--- src/sv/lmfc_pkg.sv ---
// Package for the lamp mode fade controller.
// Holds the mode codes, register indexes, reset values and field widths.
// No dependencies; imported by lamp_mode_fade_controller_unit.
package lmfc_pkg;

    // Field and register widths.
    localparam int SEL_W  = 16;
    localparam int RUN_W  = 24;
    localparam int FADE_W = 16;
    localparam int DUTY_W = 8;
    localparam int MODE_W = 4;
    localparam int CFG_IDX_W  = 3;
    localparam int CFG_DATA_W = 24;

    // Lamp modes, encoded as shown on the mode output.
    typedef enum logic [MODE_W-1:0] {
        MODE_OFF   = 4'd0,
        MODE_FIRST = 4'd1,
        MODE_LOW   = 4'd2,
        MODE_WAIT1 = 4'd3,
        MODE_MED   = 4'd4,
        MODE_WAIT2 = 4'd5,
        MODE_HIGH  = 4'd6,
        MODE_WAIT3 = 4'd7,
        MODE_FADE  = 4'd8
    } mode_t;

    // Configuration register indexes.
    typedef enum logic [CFG_IDX_W-1:0] {
        CFG_SELECT_WINDOW = 3'd0,
        CFG_RUNTIME_LIMIT = 3'd1,
        CFG_FADE_INTERVAL = 3'd2,
        CFG_LEVEL_LOW     = 3'd3,
        CFG_LEVEL_MEDIUM  = 3'd4,
        CFG_LEVEL_HIGH    = 3'd5
    } cfg_idx_t;

    // Register reset values.
    localparam logic [SEL_W-1:0]  SELECT_WINDOW_RST = 16'd500;
    localparam logic [RUN_W-1:0]  RUNTIME_LIMIT_RST = 24'd600000;
    localparam logic [FADE_W-1:0] FADE_INTERVAL_RST = 16'd50;
    localparam logic [DUTY_W-1:0] LEVEL_LOW_RST     = 8'd20;
    localparam logic [DUTY_W-1:0] LEVEL_MEDIUM_RST  = 8'd60;
    localparam logic [DUTY_W-1:0] LEVEL_HIGH_RST    = 8'd120;

    // Breathing ramp limits.
    localparam logic [DUTY_W-1:0] FADE_CEIL = 8'd121;
    localparam logic [DUTY_W-1:0] FADE_TOP  = 8'd120;

endpackage

--- src/sv/lamp_mode_fade_controller_unit.sv ---
// Single-button LED lamp mode controller with breathing fade.
// Mode machine, saturating timers, configuration registers and result register.
// Depends on lmfc_pkg.
//
// The result word for an input word is valid in the cycle after it is accepted.
// Throughput: one word per cycle; a word is taken whenever the result register is
// empty or is being drained in the same cycle.
// Reset (rst_n low, asynchronous): mode off, duty 0, fade direction up, timers 0,
// configuration registers at their default values, no result pending.
module lamp_mode_fade_controller_unit
    import lmfc_pkg::*;
(
    input  logic                  clk,
    input  logic                  rst_n,
    // Input channel
    input  logic                  in_valid,
    output logic                  in_ready,
    input  logic                  button_pressed,
    input  logic                  tick,
    // Result channel
    output logic                  out_valid,
    input  logic                  out_ready,
    output logic [DUTY_W-1:0]     duty,
    output logic [MODE_W-1:0]     mode,
    // Configuration write port
    input  logic                  cfg_we,
    input  logic [CFG_IDX_W-1:0]  cfg_index,
    input  logic [CFG_DATA_W-1:0] cfg_data
);

    // Configuration registers
    logic [SEL_W-1:0]  select_window_reg;
    logic [RUN_W-1:0]  runtime_limit_reg;
    logic [FADE_W-1:0] fade_interval_reg;
    logic [DUTY_W-1:0] level_low_reg;
    logic [DUTY_W-1:0] level_medium_reg;
    logic [DUTY_W-1:0] level_high_reg;

    // Lamp state; mode and duty double as the result register.
    mode_t             mode_state_reg, mode_state_next;
    logic [DUTY_W-1:0] duty_level_reg, duty_level_next;
    logic              fade_rising_reg, fade_rising_next;
    logic [SEL_W-1:0]  select_count_reg, select_count_next;
    logic [RUN_W-1:0]  run_count_reg, run_count_next;
    logic [FADE_W-1:0] fade_count_reg, fade_count_next;
    logic              out_valid_reg;

    // Timer values after this word's tick.
    logic [SEL_W-1:0]  sel_t;
    logic [RUN_W-1:0]  run_t;
    logic [FADE_W-1:0] fade_t;
    logic              accept;
    logic              quick_press;
    logic              sel_timeout;
    logic              run_expired;

    // Handshake: a word is taken when the result slot is free or being emptied.
    assign in_ready  = !out_valid_reg || out_ready;
    assign accept    = in_valid && in_ready;
    assign out_valid = out_valid_reg;
    assign duty      = duty_level_reg;
    assign mode      = mode_state_reg;

    // Saturating timer advance.
    assign sel_t  = (tick && (select_count_reg != '1)) ? select_count_reg + 1'b1
                                                       : select_count_reg;
    assign run_t  = (tick && (run_count_reg != '1)) ? run_count_reg + 1'b1
                                                    : run_count_reg;
    assign fade_t = (tick && (fade_count_reg != '1)) ? fade_count_reg + 1'b1
                                                     : fade_count_reg;

    assign quick_press = button_pressed && (sel_t < select_window_reg);
    assign sel_timeout = sel_t > select_window_reg;
    assign run_expired = run_t > runtime_limit_reg;

    // Next mode.
    always_comb
    begin
        mode_state_next = mode_state_reg;
        unique case (mode_state_reg)
            MODE_OFF:
            begin
                if (button_pressed)
                    mode_state_next = MODE_FIRST;
            end
            MODE_FIRST:
            begin
                if (quick_press)
                    mode_state_next = MODE_FADE;
                else if (sel_timeout)
                    mode_state_next = MODE_LOW;
            end
            MODE_LOW, MODE_MED, MODE_HIGH:
            begin
                if (run_expired)
                    mode_state_next = MODE_OFF;
                else if (button_pressed)
                    mode_state_next = mode_t'(mode_state_reg + 1'b1);
            end
            MODE_WAIT1, MODE_WAIT2:
            begin
                if (quick_press)
                    mode_state_next = MODE_OFF;
                else if (sel_timeout)
                    mode_state_next = mode_t'(mode_state_reg + 1'b1);
            end
            MODE_WAIT3:
            begin
                if (quick_press)
                    mode_state_next = MODE_OFF;
                else if (sel_timeout)
                    mode_state_next = MODE_LOW;
            end
            MODE_FADE:
            begin
                if (button_pressed || run_expired)
                    mode_state_next = MODE_OFF;
            end
            default:
            begin
                mode_state_next = mode_state_reg;
            end
        endcase
    end

    // Duty, fade direction and timer updates.
    always_comb
    begin
        logic [DUTY_W-1:0] d;
        logic              r;
        d = duty_level_reg;
        r = fade_rising_reg;
        duty_level_next   = duty_level_reg;
        fade_rising_next  = fade_rising_reg;
        select_count_next = sel_t;
        run_count_next    = run_t;
        fade_count_next   = fade_t;
        unique case (mode_state_reg)
            MODE_OFF:
            begin
                duty_level_next = '0;
                if (button_pressed)
                    select_count_next = '0;
            end
            MODE_FIRST:
            begin
                if (quick_press)
                begin
                    duty_level_next = '0;
                    fade_count_next = '0;
                    run_count_next  = '0;
                end
                else if (sel_timeout)
                    run_count_next = '0;
            end
            MODE_LOW, MODE_MED, MODE_HIGH:
            begin
                if (mode_state_reg == MODE_LOW)
                    duty_level_next = level_low_reg;
                else if (mode_state_reg == MODE_MED)
                    duty_level_next = level_medium_reg;
                else
                    duty_level_next = level_high_reg;
                if (button_pressed)
                    select_count_next = '0;
            end
            MODE_WAIT1, MODE_WAIT2, MODE_WAIT3:
            begin
                if (!quick_press && sel_timeout)
                    run_count_next = '0;
            end
            MODE_FADE:
            begin
                // One ramp step: up to the top then turn, down to one then turn.
                if (fade_t > fade_interval_reg)
                begin
                    if (r && (d < FADE_CEIL))
                    begin
                        d = d + 1'b1;
                        if (d == FADE_TOP)
                            r = 1'b0;
                    end
                    if (!r && (d != '0))
                    begin
                        d = d - 1'b1;
                        if (d == DUTY_W'(1))
                            r = 1'b1;
                    end
                    fade_count_next = '0;
                end
                duty_level_next  = d;
                fade_rising_next = r;
            end
            default:
            begin
                duty_level_next = duty_level_reg;
            end
        endcase
    end

    // State and result registers, updated on each accepted word.
    always_ff @(posedge clk or negedge rst_n)
    begin
        if (!rst_n)
        begin
            mode_state_reg   <= MODE_OFF;
            duty_level_reg   <= '0;
            fade_rising_reg  <= 1'b1;
            select_count_reg <= '0;
            run_count_reg    <= '0;
            fade_count_reg   <= '0;
            out_valid_reg    <= 1'b0;
        end
        else
        begin
            if (accept)
            begin
                mode_state_reg   <= mode_state_next;
                duty_level_reg   <= duty_level_next;
                fade_rising_reg  <= fade_rising_next;
                select_count_reg <= select_count_next;
                run_count_reg    <= run_count_next;
                fade_count_reg   <= fade_count_next;
            end
            if (accept)
                out_valid_reg <= 1'b1;
            else if (out_ready)
                out_valid_reg <= 1'b0;
        end
    end

    // Configuration register writes.
    always_ff @(posedge clk or negedge rst_n)
    begin
        if (!rst_n)
        begin
            select_window_reg <= SELECT_WINDOW_RST;
            runtime_limit_reg <= RUNTIME_LIMIT_RST;
            fade_interval_reg <= FADE_INTERVAL_RST;
            level_low_reg     <= LEVEL_LOW_RST;
            level_medium_reg  <= LEVEL_MEDIUM_RST;
            level_high_reg    <= LEVEL_HIGH_RST;
        end
        else if (cfg_we)
        begin
            unique case (cfg_index)
                CFG_SELECT_WINDOW: select_window_reg <= cfg_data[SEL_W-1:0];
                CFG_RUNTIME_LIMIT: runtime_limit_reg <= cfg_data[RUN_W-1:0];
                CFG_FADE_INTERVAL: fade_interval_reg <= cfg_data[FADE_W-1:0];
                CFG_LEVEL_LOW:     level_low_reg     <= cfg_data[DUTY_W-1:0];
                CFG_LEVEL_MEDIUM:  level_medium_reg  <= cfg_data[DUTY_W-1:0];
                CFG_LEVEL_HIGH:    level_high_reg    <= cfg_data[DUTY_W-1:0];
                default:           ;
            endcase
        end
    end

    // Assertions

    // An empty result register never blocks the input side.
    assert property (@(posedge clk) disable iff (!rst_n)
        !out_valid_reg |-> in_ready)
        else $error("input stalled with empty result register");

    // Every accepted word produces a result word in the next cycle.
    assert property (@(posedge clk) disable iff (!rst_n)
        accept |=> out_valid_reg)
        else $error("accepted word produced no result");

    // The breathing ramp never exceeds its top value.
    assert property (@(posedge clk) disable iff (!rst_n)
        (mode_state_reg == MODE_FADE) |-> (duty_level_reg <= FADE_TOP))
        else $error("fade duty above ramp top");

    // Moving from the first-press mode to low restarts the runtime timer.
    assert property (@(posedge clk) disable iff (!rst_n)
        (accept && (mode_state_reg == MODE_FIRST) && (mode_state_next == MODE_LOW))
        |=> (run_count_reg == '0))
        else $error("runtime timer not cleared on entry to low");

    // Without an accepted word the lamp state holds.
    assert property (@(posedge clk) disable iff (!rst_n)
        !accept |=> ($stable(mode_state_reg) && $stable(duty_level_reg)))
        else $error("lamp state changed without an accepted word");

endmodule
--- config.mk ---
export PLATFORM = sky130hd
export DESIGN_NAME = lamp_mode_fade_controller_unit
export DESIGN_NICKNAME = d
export VERILOG_FILES = /design/src/sv/lmfc_pkg.sv /design/src/sv/lamp_mode_fade_controller_unit.sv
export SDC_FILE = /design/constraint.sdc
export NUM_CORES = 1
export LEC_CHECK = 0
export ABC_AREA = 0
export BUFFER_PORTS_ARGS = -buffer_cell sky130_fd_sc_hd__buf_2
export CORE_UTILIZATION = 30
export CTS_CLUSTER_DIAMETER = 120
export DETAILED_ROUTE_END_ITERATION = 12
export GPL_ROUTABILITY_DRIVEN = 0
export GPL_TIMING_DRIVEN = 0
export PLACE_DENSITY_LB_ADDON = 0.2
export SYNTH_ARGS = -nofsm -noshare
export SYNTH_HDL_FRONTEND = slang
export SYNTH_SLANG_ARGS = --single-unit
--- constraint.sdc ---
create_clock -name clk -period 4.6 [get_ports clk]
set_input_delay 0 -clock clk [delete_from_list [all_inputs] [get_ports clk]]
set_output_delay 0 -clock clk [all_outputs]
set_load 0.02 [all_outputs]
==> metrics.log <==
INFO  metric antenna_cells_inserted = 0
INFO  metric crit_path_start_kind = flip-flop
INFO  metric cellLeakagePower = 0.00525 uW
INFO  metric yosysWarningCount = 0
INFO  metric netlist_area = 0.00994 mm2
INFO  metric ant_nets = 0
INFO  metric total_routing_usage_gr = 17.8%
INFO  metric clk_root_buffer_cell = sky130_fd_sc_hd__clkbuf_16
INFO  metric hold_violations = 0
INFO  metric grt_first_pass_wirelength = ~46,000 um
INFO  metric post_dp_cell_area = 0.0108 mm2
INFO  metric grt_remaining_overflow = 0
INFO  metric cts_made_buffers = 17
INFO  metric cts_sinks = 150
INFO  metric grt_use_met1 = 23.7%
INFO  metric unrepaired_setup_endpoints_after_global_routing = true
INFO  metric timing.reg2reg.worst_path_depth = 20
INFO  metric worst_reg2reg_path_endpoint = run_count_reg[14]
INFO  metric crit_chain = buf_4, and4_4, nand4_1, o41a_1, buf_4, and4_4, buf_6, and4_1, xor2_1, ha_1, a41o_1, a21oi_4, nor2_2, nor4bb_4, o2bb2ai_4, buf_4, a21oi_4, buf_6, nand2b_1, mux2i_1
INFO  metric post-route-cell-area = roughly 0.012 mm2
INFO  metric critical_path_class = flip-flop to flip-flop
INFO  metric num_rows = 66
INFO  metric clk_latency = around 0.44 ns
INFO  metric grt_antenna_before_repair = 0
INFO  metric grt.met3_usage = under 10%
INFO  metric routed_via_density = 5.04
INFO  metric power-per-cell-area = around 460 mW/mm2
INFO  metric fp.dieW = 184 um
INFO  metric post_synth_num_cell_types = 86
INFO  metric cts_htree_levels = 4
INFO  metric postSynth.asyncResetShare = 100%
INFO  metric first_global_vias = 8,263
INFO  metric drv.max_cap_violation_count = 0
INFO  metric timing.critical_path.mode_cell = sky130_fd_sc_hd__buf_4
INFO  metric drt-pass1-iter-count = 5
INFO  metric final_worst_path_setup_slack = 0.176 ns
INFO  metric min-delay-path-class = input port to flip-flop
INFO  metric fp.coreArea = 0.0325 mm2
INFO  metric pin_count = 48
INFO  metric grt_use_met2 = a little under a third
INFO  metric initial_utilization = 30.6%
INFO  metric achievable_freq = 0.226 GHz
INFO  metric setup.reg_to_reg.worst_slack = around 0.18 ns
INFO  metric clk_transition_reported_paths = 0.07 ns
INFO  metric num-nets-final = 1,319
INFO  metric cp_data_required_time = 4.95 ns
INFO  metric die_height = 184 um
INFO  metric drt_first_iter_violations = around 540
INFO  metric placement.io_buffers = 46
INFO  metric hold_start = tick
INFO  metric via_count = between 8,000 and 9,000
INFO  metric holdPathEnd = run_count_reg[0]
INFO  metric syn-mean-instance-area = 8.93 um2
INFO  metric post_synthesis_net_count = 1,216
INFO  metric tritoncts = yes
INFO  metric netlist_instances = roughly 1,100
INFO  metric clock_path_buffers = 2
INFO  metric drcViolationCount = 0
INFO  metric synth_enable_flop_cells = 0
INFO  metric setup.worst_path.end_class = flip-flop
INFO  metric fin_worst_skew = between 0.01 and 0.015 ns
INFO  metric die-area = 0.0339 mm2
INFO  metric run_status = complete, no violations
INFO  metric final_layout_size_suffix_gt1_share = 18.6%
INFO  metric postSynth.topFlopCell = sky130_fd_sc_hd__dfrtp_1
INFO  metric avgRoutedWirePerCell = 17.3 um
INFO  metric tightest_slew_margin_relative_to_the_limit = 21.3%
INFO  metric whs_path_depth = 3
INFO  metric crit_path_top_delay_cell = sky130_fd_sc_hd__nor4bb_4
INFO  metric fin_crit = approximately 4.4 ns
INFO  metric layout-area-overhead-vs-synth = 20.5%
INFO  metric setup_tns_final = 0 ns
INFO  metric pin_count_of_the_biggest_net_entering_global_routing = ~110
INFO  metric detailedPlace.worstSlack = -0.600 ns
INFO  metric timing.final.max_slew_violations = 0
INFO  metric worst_slew_pin_slew = 1.17 ns
INFO  metric yosysSeqAreaShare = 38.1%
INFO  metric detailedPlacementHpwl = 20,600 um
INFO  metric postSynthRegisterBits = 150
INFO  metric hold_worst_slack = 0.0216 ns
INFO  metric grt.busiest_layer = met2
INFO  metric cp_slowest_stage_delay = 0.40 ns
INFO  metric routed_wl = just under 30,000 um
INFO  metric cp_data_arrival_time = 4.78 ns
INFO  metric max-vdd-ir-drop = a little over 0.3 mV
INFO  metric crit_fanout = 10
INFO  metric post-route-period-util = between 90% and 100%
INFO  metric regToRegStartpoint = select_count_reg[4]
INFO  metric setup_viol = 0
==> synth_stat cells (26+ instances only) <==
library cell | number | area share (%)
sky130_fd_sc_hd__nand2_1 | 157 | 5.9
sky130_fd_sc_hd__nor2_1 | 45 | 1.7
sky130_fd_sc_hd__ha_1 | 68 | 8.6
sky130_fd_sc_hd__nand4_1 | 26 | 1.6
sky130_fd_sc_hd__o21ai_0 | 130 | 6.5
sky130_fd_sc_hd__dfstp_2 | 28 | 7.4
sky130_fd_sc_hd__a21oi_1 | 44 | 2.2
sky130_fd_sc_hd__xor2_1 | 27 | 2.4
sky130_fd_sc_hd__dfrtp_1 | 122 | 31
sky130_fd_sc_hd__xnor2_1 | 33 | 2.9
sky130_fd_sc_hd__clkbuf_1 | 32 | 1.2
sky130_fd_sc_hd__mux2_2 | 34 | 3.9
sky130_fd_sc_hd__inv_1 | 75 | 2.8
sky130_fd_sc_hd__nand3_1 | 30 | 1.5
==> report_power, final <==
group          switching (uW)  leakage (uW)  total (uW)  internal [uW]
Clock                     663      0.000293        1490            824
Combinational            1300       0.00309        2190            886
Sequential                178       0.00186        1790           1610
==> cells by family after synthesis <==
group | share of synthesized area [%]
buffers and inverters | 5.65
adder cells (fa/ha/maj) | 8.56
multiplexers | 5.81
AND/OR/NAND/NOR | 18.5
XOR/XNOR | 5.28
AO/OA/AOI/OAI | 18.1
flip-flops | 38.1
==> what timing repair did <==
action | in CTS | in global routing
cloned | 0 | 1
pin swaps | 6 | 10
setup buffers | 8 | 4
setup endpoints to repair | 45 | 48
hold endpoints to repair | 196 | 0
hold buffers | 27 | 0
gates resized for setup | 15 | 42
==> layout make-up <==
class | instances | area [um2]
inverter | 75 | 282
multi-input combinational | 837 | 5800
sequential | 150 | 3790
buffer | 49 | 294
clock inverter | 15 | 181
clock buffer | 17 | 425
timing repair buffer | 87 | 657
tap | 442 | 553
fill | 3412 | 20600
==> routing by layer <==
metal,part of all wire [%],wire [um]
met1,47,13700
met2,48,13800
met3,3.5,1010
met4,1.5,446
met5,0,0
==> worst max-delay path, delay by kind of cell, from the launching register on <==
family	cells	cell delay, ns
buf+inv	5	0.81
fa+ha+maj	1	0.32
compound gates	5	1.24
mux	1	0.14
xor+xnor	1	0.15
flops	1	0.33
simple gates	7	1.33
==> how the worst max path moves through the flow <==
stage	startpoint	endpoint	slack [ns]	cells past startpoint
2_1_floorplan	select_count_reg[4]	run_count_reg[15]	0.53	19
3_3_place_gp	select_count_reg[4]	run_count_reg[15]	-0.50	19
3_5_place_dp	select_count_reg[4]	run_count_reg[15]	-0.60	19
4_1_cts	select_count_reg[4]	run_count_reg[15]	0.02	20
5_1_grt	run_count_reg[14]	mode[1]	-0.1	18
6_report	select_count_reg[4]	run_count_reg[14]	0.18	20
==> cells in the final DEF (no fill, tap or decap), types with 28 or more instances in the layout <==
cell and n:
sky130_fd_sc_hd__nand3_1 29, sky130_fd_sc_hd__mux2_2 34, sky130_fd_sc_hd__a21oi_1 43, sky130_fd_sc_hd__ha_1 67, sky130_fd_sc_hd__buf_2 50, sky130_fd_sc_hd__nor2_1 43, sky130_fd_sc_hd__nand2_1 155, sky130_fd_sc_hd__xnor2_1 33
sky130_fd_sc_hd__dfrtp_1 121, sky130_fd_sc_hd__o21ai_0 129, sky130_fd_sc_hd__dfstp_2 28, sky130_fd_sc_hd__inv_1 75
==> per-stage QoR <==
| stage | power [uW] | util (%) | cells |
|---|---|---|---|
| floorplan | 3300 | - | 1114 |
| global placement | 3860 | 33.0 | 1602 |
| detailed placement | 3900 | 33.1 | 1603 |
| CTS | 5460 | 36.2 | 1670 |
| global route | 5860 | 36.8 | 1672 |
| finish | 5460 | 36.8 | 1672 |
(Power assumes the default switching activity.)
